File: config.mk
export PLATFORM = sky130hd
export DESIGN_NAME = multilevel_feedback_queue_scheduler
export DESIGN_NICKNAME = d
export VERILOG_FILES = /design/src/rtl/core/mfq_pkg.sv /design/src/rtl/core/mfq_ram.sv /design/src/rtl/core/multilevel_feedback_queue_scheduler.sv
export SDC_FILE = /design/constraint.sdc
export NUM_CORES = 2
export LEC_CHECK = 0
export BUFFER_PORTS_ARGS = -buffer_cell sky130_fd_sc_hd__buf_2
export CAP_MARGIN = 20
export CORE_MARGIN = 1
export CORE_UTILIZATION = 55
export DETAILED_ROUTE_END_ITERATION = 6
export GPL_TIMING_DRIVEN = 0
export PLACE_DENSITY = 0.71
export SYNTH_ARGS = -nofsm -noshare
export SYNTH_HDL_FRONTEND = slang
export SYNTH_HIERARCHICAL = 1
export SYNTH_SLANG_ARGS = --single-unit
File: constraint.sdc
create_clock -name clk -period 13.3 [get_ports clk]
set_input_delay 2.66 -clock clk [delete_from_list [all_inputs] [get_ports clk]]
set_output_delay 2.66 -clock clk [all_outputs]
set_load 0.005 [all_outputs]
File: src/rtl/core/mfq_pkg.sv
// Shared constants and helpers for the multilevel feedback queue scheduler.
`timescale 1ns / 1ps
`default_nettype none
package mfq_pkg;
    localparam int CAPACITY = 64;
    localparam int LEVELS   = 3;
    localparam int IDX_W    = $clog2(CAPACITY);
    localparam int CNT_W    = $clog2(CAPACITY + 1);
    localparam int LVL_W    = 2;
    localparam int PID_W    = 16;
    localparam int AGE_W    = 10;
    localparam int QNT_W    = 8;
    localparam int OP_W     = 2;
    localparam int CFG_IDX_W = 2;
    localparam int CFG_DAT_W = 10;

    localparam logic [AGE_W-1:0] AGE_MAX = {AGE_W{1'b1}};

    localparam logic [OP_W-1:0] OP_ADD  = 2'd0;
    localparam logic [OP_W-1:0] OP_NEXT = 2'd1;
    localparam logic [OP_W-1:0] OP_TICK = 2'd2;

    localparam logic [CFG_IDX_W-1:0] REG_AGE_LIMIT = 2'd0;
    localparam logic [CFG_IDX_W-1:0] REG_QUANTUM0  = 2'd1;
    localparam logic [CFG_IDX_W-1:0] REG_QUANTUM1  = 2'd2;
    localparam logic [CFG_IDX_W-1:0] REG_QUANTUM2  = 2'd3;

    localparam logic [AGE_W-1:0] AGE_LIMIT_RST = 10'd999;
    localparam logic [QNT_W-1:0] QUANTUM0_RST  = 8'd0;
    localparam logic [QNT_W-1:0] QUANTUM1_RST  = 8'd4;
    localparam logic [QNT_W-1:0] QUANTUM2_RST  = 8'd1;

    localparam logic [LVL_W-1:0] LAST_LEVEL = LVL_W'(LEVELS - 1);

    typedef logic [IDX_W-1:0] idx_t;
    typedef logic [CNT_W-1:0] cnt_t;
    typedef logic [LVL_W-1:0] lvl_t;

    // Successor of an entry on the free list as it stands after reset.
    function automatic idx_t reset_link(input idx_t i);
        if (i == IDX_W'(CAPACITY - 1))
            reset_link = '0;
        else
            reset_link = i + idx_t'(1);
    endfunction
endpackage
`default_nettype wire

File: src/rtl/core/mfq_ram.sv
// Generic single-write, single-read RAM with registered read data.
`timescale 1ns / 1ps
`default_nettype none
module mfq_ram #(
    parameter int WIDTH = 8,
    parameter int DEPTH = 64,
    localparam int AW = $clog2(DEPTH)
) (
    input  wire logic             clk,
    input  wire logic             we,
    input  wire logic [AW-1:0]    waddr,
    input  wire logic [WIDTH-1:0] wdata,
    input  wire logic [AW-1:0]    raddr,
    output logic      [WIDTH-1:0] rdata
);
    logic [WIDTH-1:0] mem [DEPTH];

    always_ff @(posedge clk)
    begin
        if (we)
        begin
            mem[waddr] <= wdata;
        end
        rdata <= mem[raddr];
    end
endmodule
`default_nettype wire

File: src/rtl/core/multilevel_feedback_queue_scheduler.sv
// Top level: three-level feedback queue scheduler over a shared linked-list store.
// A tick walks every entry of levels 1 and 2 in turn; once the result is staged and sent,
// the block returns to idle before the next request is taken.
// One request is in work at a time; the store has a single read port.
// Reset empties all queues, chains the free list in order through per-entry valid bits
// and loads the register defaults; no clearing pass is needed.
`timescale 1ns / 1ps
`default_nettype none
module multilevel_feedback_queue_scheduler
    import mfq_pkg::*;
(
    input  wire logic                 clk,
    input  wire logic                 rst_n,
    input  wire logic                 cfg_we,
    input  wire logic [CFG_IDX_W-1:0] cfg_index,
    input  wire logic [CFG_DAT_W-1:0] cfg_data,
    input  wire logic                 in_valid,
    output logic                      in_stall,
    input  wire logic [OP_W-1:0]      opcode,
    input  wire logic [PID_W-1:0]     process_id,
    input  wire logic [LVL_W-1:0]     level,
    input  wire logic [AGE_W-1:0]     start_age,
    output logic                      out_valid,
    input  wire logic                 out_stall,
    output logic                      granted,
    output logic [PID_W-1:0]          out_process_id,
    output logic [LVL_W-1:0]          out_level,
    output logic [AGE_W-1:0]          out_age,
    output logic [QNT_W-1:0]          quantum,
    output logic                      accepted,
    output logic                      any_waiting
);
    localparam logic [2:0] S_IDLE    = 3'd0;
    localparam logic [2:0] S_ADD_WB  = 3'd1;
    localparam logic [2:0] S_NEXT_WB = 3'd2;
    localparam logic [2:0] S_TICK_RD = 3'd3;
    localparam logic [2:0] S_TICK_WB = 3'd4;
    localparam logic [2:0] S_DONE    = 3'd5;

    logic [2:0] state_reg, state_next;

    logic [AGE_W-1:0] age_limit_reg;
    logic [QNT_W-1:0] q0_reg, q1_reg, q2_reg;

    idx_t head_reg [LEVELS];
    idx_t head_next [LEVELS];
    idx_t tail_reg [LEVELS];
    idx_t tail_next [LEVELS];
    cnt_t count_reg [LEVELS];
    cnt_t count_next [LEVELS];
    idx_t free_head_reg, free_head_next;
    cnt_t free_count_reg, free_count_next;
    logic [CAPACITY-1:0] link_valid_reg, link_valid_next;

    // request work registers
    logic [PID_W-1:0] pid_reg, pid_next;
    logic [AGE_W-1:0] sage_reg, sage_next;
    lvl_t lvl_reg, lvl_next;
    cnt_t tn_reg, tn_next;
    cnt_t tk_reg, tk_next;

    // result staging
    logic             res_granted_reg, res_granted_next;
    logic [PID_W-1:0] res_pid_reg, res_pid_next;
    lvl_t             res_lvl_reg, res_lvl_next;
    logic [AGE_W-1:0] res_age_reg, res_age_next;
    logic [QNT_W-1:0] res_q_reg, res_q_next;
    logic             res_acc_reg, res_acc_next;

    logic out_valid_reg;
    logic             o_granted_reg;
    logic [PID_W-1:0] o_pid_reg;
    lvl_t             o_lvl_reg;
    logic [AGE_W-1:0] o_age_reg;
    logic [QNT_W-1:0] o_q_reg;
    logic             o_acc_reg;
    logic             o_any_reg;

    // store ports
    idx_t raddr;
    idx_t rd_addr_reg;
    logic rd_lv_reg;
    logic [IDX_W-1:0] link_rdata;
    logic [PID_W-1:0] proc_rdata;
    logic [AGE_W-1:0] age_rdata;
    logic             link_we, proc_we, age_we;
    idx_t             link_waddr, proc_waddr, age_waddr;
    idx_t             link_wdata;
    logic [AGE_W-1:0] age_wdata;
    idx_t             link_data;

    logic in_accept;
    logic out_free;
    logic any_busy;
    lvl_t first_lvl;
    logic first_found;
    idx_t idx;
    lvl_t dst;

    function automatic logic [QNT_W-1:0] level_quantum(input lvl_t l,
        input logic [QNT_W-1:0] a, input logic [QNT_W-1:0] b, input logic [QNT_W-1:0] c);
        case (l)
            2'd0:    level_quantum = a;
            2'd1:    level_quantum = b;
            default: level_quantum = c;
        endcase
    endfunction

    mfq_ram #(.WIDTH(IDX_W), .DEPTH(CAPACITY)) u_link (
        .clk(clk), .we(link_we), .waddr(link_waddr), .wdata(link_wdata),
        .raddr(raddr), .rdata(link_rdata)
    );
    mfq_ram #(.WIDTH(PID_W), .DEPTH(CAPACITY)) u_proc (
        .clk(clk), .we(proc_we), .waddr(proc_waddr), .wdata(pid_reg),
        .raddr(raddr), .rdata(proc_rdata)
    );
    mfq_ram #(.WIDTH(AGE_W), .DEPTH(CAPACITY)) u_age (
        .clk(clk), .we(age_we), .waddr(age_waddr), .wdata(age_wdata),
        .raddr(raddr), .rdata(age_rdata)
    );

    assign in_stall  = (state_reg != S_IDLE);
    assign in_accept = in_valid && !in_stall;
    assign out_free  = !out_valid_reg || !out_stall;
    assign link_data = rd_lv_reg ? link_rdata : reset_link(rd_addr_reg);

    always_comb
    begin
        first_found = 1'b0;
        first_lvl   = '0;
        any_busy    = 1'b0;
        for (int l = LEVELS - 1; l >= 0; l--)
        begin
            if (count_reg[l] != '0)
            begin
                first_found = 1'b1;
                first_lvl   = LVL_W'(l);
                any_busy    = 1'b1;
            end
        end
    end

    always_comb
    begin
        state_next      = state_reg;
        head_next       = head_reg;
        tail_next       = tail_reg;
        count_next      = count_reg;
        free_head_next  = free_head_reg;
        free_count_next = free_count_reg;
        link_valid_next = link_valid_reg;
        pid_next        = pid_reg;
        sage_next       = sage_reg;
        lvl_next        = lvl_reg;
        tn_next         = tn_reg;
        tk_next         = tk_reg;
        res_granted_next = res_granted_reg;
        res_pid_next    = res_pid_reg;
        res_lvl_next    = res_lvl_reg;
        res_age_next    = res_age_reg;
        res_q_next      = res_q_reg;
        res_acc_next    = res_acc_reg;
        raddr           = head_reg[lvl_reg];
        link_we         = 1'b0;
        link_waddr      = '0;
        link_wdata      = '0;
        proc_we         = 1'b0;
        proc_waddr      = '0;
        age_we          = 1'b0;
        age_waddr       = '0;
        age_wdata       = sage_reg;
        idx             = rd_addr_reg;
        dst             = lvl_reg;

        case (state_reg)
            S_IDLE:
            begin
                if (in_accept)
                begin
                    res_granted_next = 1'b0;
                    res_pid_next     = '0;
                    res_lvl_next     = '0;
                    res_age_next     = '0;
                    res_q_next       = '0;
                    res_acc_next     = 1'b0;
                    pid_next         = process_id;
                    sage_next        = start_age;
                    lvl_next         = level;
                    state_next       = S_DONE;
                    case (opcode)
                        OP_ADD:
                        begin
                            if (free_count_reg != '0 && level <= LAST_LEVEL)
                            begin
                                raddr      = free_head_reg;
                                state_next = S_ADD_WB;
                            end
                        end
                        OP_NEXT:
                        begin
                            if (first_found)
                            begin
                                lvl_next   = first_lvl;
                                raddr      = head_reg[first_lvl];
                                state_next = S_NEXT_WB;
                            end
                        end
                        OP_TICK:
                        begin
                            lvl_next   = LVL_W'(1);
                            tn_next    = count_reg[1];
                            tk_next    = '0;
                            state_next = S_TICK_RD;
                        end
                        default:
                        begin
                            state_next = S_DONE;
                        end
                    endcase
                end
            end
            S_ADD_WB:
            begin
                idx             = free_head_reg;
                free_head_next  = link_data;
                free_count_next = free_count_reg - cnt_t'(1);
                proc_we         = 1'b1;
                proc_waddr      = idx;
                age_we          = 1'b1;
                age_waddr       = idx;
                age_wdata       = sage_reg;
                if (count_reg[lvl_reg] != '0)
                begin
                    link_we    = 1'b1;
                    link_waddr = tail_reg[lvl_reg];
                    link_wdata = idx;
                    link_valid_next[tail_reg[lvl_reg]] = 1'b1;
                end
                else
                begin
                    head_next[lvl_reg] = idx;
                end
                tail_next[lvl_reg]  = idx;
                count_next[lvl_reg] = count_reg[lvl_reg] + cnt_t'(1);
                res_acc_next        = 1'b1;
                state_next          = S_DONE;
            end
            S_NEXT_WB:
            begin
                head_next[lvl_reg]  = link_data;
                count_next[lvl_reg] = count_reg[lvl_reg] - cnt_t'(1);
                res_granted_next    = 1'b1;
                res_pid_next        = proc_rdata;
                res_lvl_next        = lvl_reg;
                res_age_next        = age_rdata;
                res_q_next          = level_quantum(lvl_reg, q0_reg, q1_reg, q2_reg);
                // return the entry to the free list
                link_we         = 1'b1;
                link_waddr      = idx;
                link_wdata      = free_head_reg;
                link_valid_next[idx] = 1'b1;
                free_head_next  = idx;
                free_count_next = free_count_reg + cnt_t'(1);
                state_next      = S_DONE;
            end
            S_TICK_RD:
            begin
                if (tk_reg == tn_reg)
                begin
                    if (lvl_reg == LAST_LEVEL)
                    begin
                        state_next = S_DONE;
                    end
                    else
                    begin
                        lvl_next = lvl_reg + lvl_t'(1);
                        tn_next  = count_reg[lvl_reg + lvl_t'(1)];
                        tk_next  = '0;
                    end
                end
                else
                begin
                    raddr      = head_reg[lvl_reg];
                    state_next = S_TICK_WB;
                end
            end
            S_TICK_WB:
            begin
                // pop the head, then append it to its own level or the one above
                head_next[lvl_reg]  = link_data;
                count_next[lvl_reg] = count_reg[lvl_reg] - cnt_t'(1);
                age_we    = 1'b1;
                age_waddr = idx;
                if (age_rdata > age_limit_reg)
                begin
                    age_wdata = '0;
                    dst       = lvl_reg - lvl_t'(1);
                end
                else
                begin
                    age_wdata = (age_rdata == AGE_MAX) ? AGE_MAX : age_rdata + AGE_W'(1);
                    dst       = lvl_reg;
                end
                if (count_next[dst] != '0)
                begin
                    link_we    = 1'b1;
                    link_waddr = tail_reg[dst];
                    link_wdata = idx;
                    link_valid_next[tail_reg[dst]] = 1'b1;
                end
                else
                begin
                    head_next[dst] = idx;
                end
                tail_next[dst]  = idx;
                count_next[dst] = count_next[dst] + cnt_t'(1);
                tk_next         = tk_reg + cnt_t'(1);
                state_next      = S_TICK_RD;
            end
            S_DONE:
            begin
                if (out_free)
                begin
                    state_next = S_IDLE;
                end
            end
            default:
            begin
                state_next = S_IDLE;
            end
        endcase
    end

    always_ff @(posedge clk or negedge rst_n)
    begin
        if (!rst_n)
        begin
            state_reg      <= S_IDLE;
            age_limit_reg  <= AGE_LIMIT_RST;
            q0_reg         <= QUANTUM0_RST;
            q1_reg         <= QUANTUM1_RST;
            q2_reg         <= QUANTUM2_RST;
            for (int l = 0; l < LEVELS; l++)
            begin
                head_reg[l]  <= '0;
                tail_reg[l]  <= '0;
                count_reg[l] <= '0;
            end
            free_head_reg  <= '0;
            free_count_reg <= cnt_t'(CAPACITY);
            link_valid_reg <= '0;
            out_valid_reg  <= 1'b0;
        end
        else
        begin
            state_reg      <= state_next;
            head_reg       <= head_next;
            tail_reg       <= tail_next;
            count_reg      <= count_next;
            free_head_reg  <= free_head_next;
            free_count_reg <= free_count_next;
            link_valid_reg <= link_valid_next;
            if (cfg_we)
            begin
                case (cfg_index)
                    REG_AGE_LIMIT: age_limit_reg <= cfg_data;
                    REG_QUANTUM0:  q0_reg <= cfg_data[QNT_W-1:0];
                    REG_QUANTUM1:  q1_reg <= cfg_data[QNT_W-1:0];
                    REG_QUANTUM2:  q2_reg <= cfg_data[QNT_W-1:0];
                    default:       age_limit_reg <= age_limit_reg;
                endcase
            end
            if (state_reg == S_DONE && out_free)
            begin
                out_valid_reg <= 1'b1;
            end
            else if (!out_stall)
            begin
                out_valid_reg <= 1'b0;
            end
        end
    end

    always_ff @(posedge clk)
    begin
        pid_reg         <= pid_next;
        sage_reg        <= sage_next;
        lvl_reg         <= lvl_next;
        tn_reg          <= tn_next;
        tk_reg          <= tk_next;
        res_granted_reg <= res_granted_next;
        res_pid_reg     <= res_pid_next;
        res_lvl_reg     <= res_lvl_next;
        res_age_reg     <= res_age_next;
        res_q_reg       <= res_q_next;
        res_acc_reg     <= res_acc_next;
        rd_addr_reg     <= raddr;
        rd_lv_reg       <= link_valid_reg[raddr];
        if (state_reg == S_DONE && out_free)
        begin
            o_granted_reg <= res_granted_reg;
            o_pid_reg     <= res_pid_reg;
            o_lvl_reg     <= res_lvl_reg;
            o_age_reg     <= res_age_reg;
            o_q_reg       <= res_q_reg;
            o_acc_reg     <= res_acc_reg;
            o_any_reg     <= any_busy;
        end
    end

    assign out_valid      = out_valid_reg;
    assign granted        = o_granted_reg;
    assign out_process_id = o_pid_reg;
    assign out_level      = o_lvl_reg;
    assign out_age        = o_age_reg;
    assign quantum        = o_q_reg;
    assign accepted       = o_acc_reg;
    assign any_waiting    = o_any_reg;
endmodule
`default_nettype wire
==> results.ini <==
[critical_path]
worstPathArrival_ps=8580
cp-endpoint=u_proc/rdata[3]$_DFF_P_
cpPeakStageDelay_ps=960
crit_cells=15
crit_required_ps=14010
cp-end-kind=register
worst-setup-path-type=primary input to register
crit_fanout=10
path_cells=buf_2 > nand2_1 > nor2_1 > nand3_1 > a211oi_2 > buf_2 > inv_1 > buf_6 > buf_12 > buf_6 > mux4_2 > mux2i_1 > nand3_1 > a31oi_1 > a311oi_1
startpoint=in_valid
rr_worst_depth=19
crit-reg2reg-capture=u_link/mem[33][3]$_DFFE_PP_
crit_path_start_kind=primary input
crit_family=compound AO/OA/AOI/OAI gates
slowest_stage=a211oi_2
worst-path-buf-inv=6
reg2reg_slack_ps=5800
reg2reg_from=u_age/rdata[7]$_DFF_P_

[final_layout]
reg_top3=u_proc/mem x1024, u_age/mem x640, u_link/mem x384
nFillCells=12100
area_growth_pct=14.4
regMostFlops=u_proc/mem
largest_reg_flops=1024
instances_no_fill=8435
drive_gt1_share_pct=23.4
layout_common_cells=edfxtp_1 (2167), mux4_2 (455), nor2_1 (270)
final_common_cell=edfxtp_1
nNetsFinal=5963

[route]
drtAntennaViolNets=0
drcViolationCount=22
drt-vias-per-instance=6.65
vias=56100
drt_pass1_iterations=7
routed_wl_mm=270
wl_per_cell_um=32.0
drt_iter0_markers=7612

[sta]
hold_viol_final=0
finalCritPeriodShare_pct=59.2
fmax_ghz=0.127
fin_crit_ps=7870
tns_ps=0
whs_ps=420
max_slew.worst_pin.slew_ps=1210
layout_setup_ws_ps=5430
final_max_slew_viol_count=0
rsz0062_at_grt=no
slew_headroom_pct=19.6
setup_viol=0
fin_skew_ps=40.6

[clocking]
cts_setup_buffers=0
clk_latency_ps=900
hold_buffers=0
cts-root-buf=clkbuf_16
cts_buffers=232
clk_pin_slew_ps=60
ctsResizeCount=0
cts_tree=done
cts.path.max_buffers=3
cts.sinks=2378
htreeDepth=4

[die]
die-area_mm2=0.179
coreArea_mm2=0.176
start_util_pct=55.4
die_y_um=423
rows=154
io_pins=88
die_w_um=423

[place]
pre_cts_slack_ps=4840
gp_congestion=0.973
hpwl_mm=188
dp_cells=7983
portBuffers=87

[hold_path]
hold_class=register to register
holdCritStartpoint=res_age_reg[8]$_SDFFCE_PN0P_

[global_routing]
grt.total_usage_pct=30.2
grt_max_degree=104
grt_pass1_vias=55200
gr-total-overflow=0
antenna_found_initial=10
grt_pass1_wl_mm=388

[synth]
synth_compound_area_share_pct=6.16
yosys-top-cells-area=edfxtp_1 (67%), mux4_2 (11%), dfrtp_1 (4.1%), mux2i_1 (2.5%), nor2_1 (1.3%)
synth_top_family_by_area=multiplexers
ys.flop_type=edfxtp_1
synthAdderAreaFrac_pct=0.405
synth_top_area_share_pct=66.7
syn-num-nets=5500
ys_seq_area_share_pct=71.9
synth_top_cell_by_area=edfxtp_1
synth_cells=5422
synth_simple_gate_area_share_pct=5.01
synth.avg_cell_area_um2=18.0
async_reset_ff_share_pct=7.23
yosys_warnings=6
ys_types=109
syn_area_mm2=0.0976
ys_ff_latch=2378
synth.mux.area_fraction_pct=14.1
synth-edff-count=2167
synth_xor_area_share_pct=0.377

[pwr]
vdd_drop_max_v=0.000153
power_density_mw_per_mm2=220
p_int_mw=15.9
leakagePower_nw=36.4
power_switching_mw=8.66
p_sw_share_pct=35.2
pwr-share-clk_pct=27.0
p_comb_share_pct=34.0
p_seq_share_pct=39.0

[outcome]
violations=DRC
status=finished with violations

[run]
max_cap_violations=0

power by group through the flow:
stage	registers [mW]	logic, mW	clock network [mW]
final	9.58	8.36	6.64
after global routing	9.61	8.69	6.99
after CTS	9.57	8.20	6.70
after detailed placement	9.72	8.16	0
after global placement	9.96	7.58	0
after floorplan	9.67	4.87	0
routing by layer:
metal / track usage (%) / routed length [um]
met1: 42.5 / 103000
met4: 12.0 / 11800
met3: 6.32 / 30300
met2: 46.4 / 125000
met5: 0 / 27
worst min-delay path by stage:
stage                                    to  slack (ps)  depth (start not counted)
2_1_floorplan            accepted$_DFFE_PP_         400                          0
3_5_place_dp    out_process_id[9]$_DFFE_PP_         400                          0
5_1_grt                quantum[5]$_DFFE_PP_         420                          0
6_report               out_age[8]$_DFFE_PP_         420                          0
4_1_cts                quantum[5]$_DFFE_PP_         420                          0
3_3_place_gp   out_process_id[10]$_DFFE_PP_         400                          0
cell families after synthesis:
| kind of cell | Yosys count |
|---|---|
| xor+xnor | 42 |
| fa+ha+maj | 31 |
| flops | 2378 |
| compound gates | 822 |
| simple gates | 1010 |
| mux | 780 |
| buf+inv | 359 |
through the flow:
stage | power, mW | util (%) | area (um^2)
floorplan | 14.5 | - | 97600
global placement | 17.5 | 57.3 | 101000
detailed placement | 17.9 | 58.9 | 104000
CTS | 24.5 | 63.3 | 112000
global route | 25.3 | 63.3 | 112000
finish | 24.6 | 63.3 | 112000
synthesized netlist by cell type, types with 39 or more instances:
cell type,n
a22oi_1,123
nor2_1,332
mux4_2,455
dfrtp_1,161
nor3_1,40
dfxtp_1,39
edfxtp_1,2167
nand3_1,94
o21bai_1,45
mux2_2,71
mux2i_1,243
o21ai_0,128
a21oi_1,103
nor2b_1,66
buf_2,83
a222oi_1,41
inv_1,41
clkbuf_1,142
nand2_1,253
and2_1,47
final cells by class:
type / count / area [um^2] / share of cell area [%]
antenna: 2 / 5.00 / 0.00449
buffer: 314 / 1800 / 1.62
clock buffer: 278 / 6100 / 5.47
clock inverter: 164 / 1650 / 1.48
inverter: 45 / 169 / 0.151
multi-input combinational: 2685 / 25700 / 23.0
sequential: 2378 / 70200 / 62.9
tap: 2340 / 2930 / 2.62
timing repair buffer: 229 / 3030 / 2.72
Note: power is estimated with default switching activity, not from simulation.
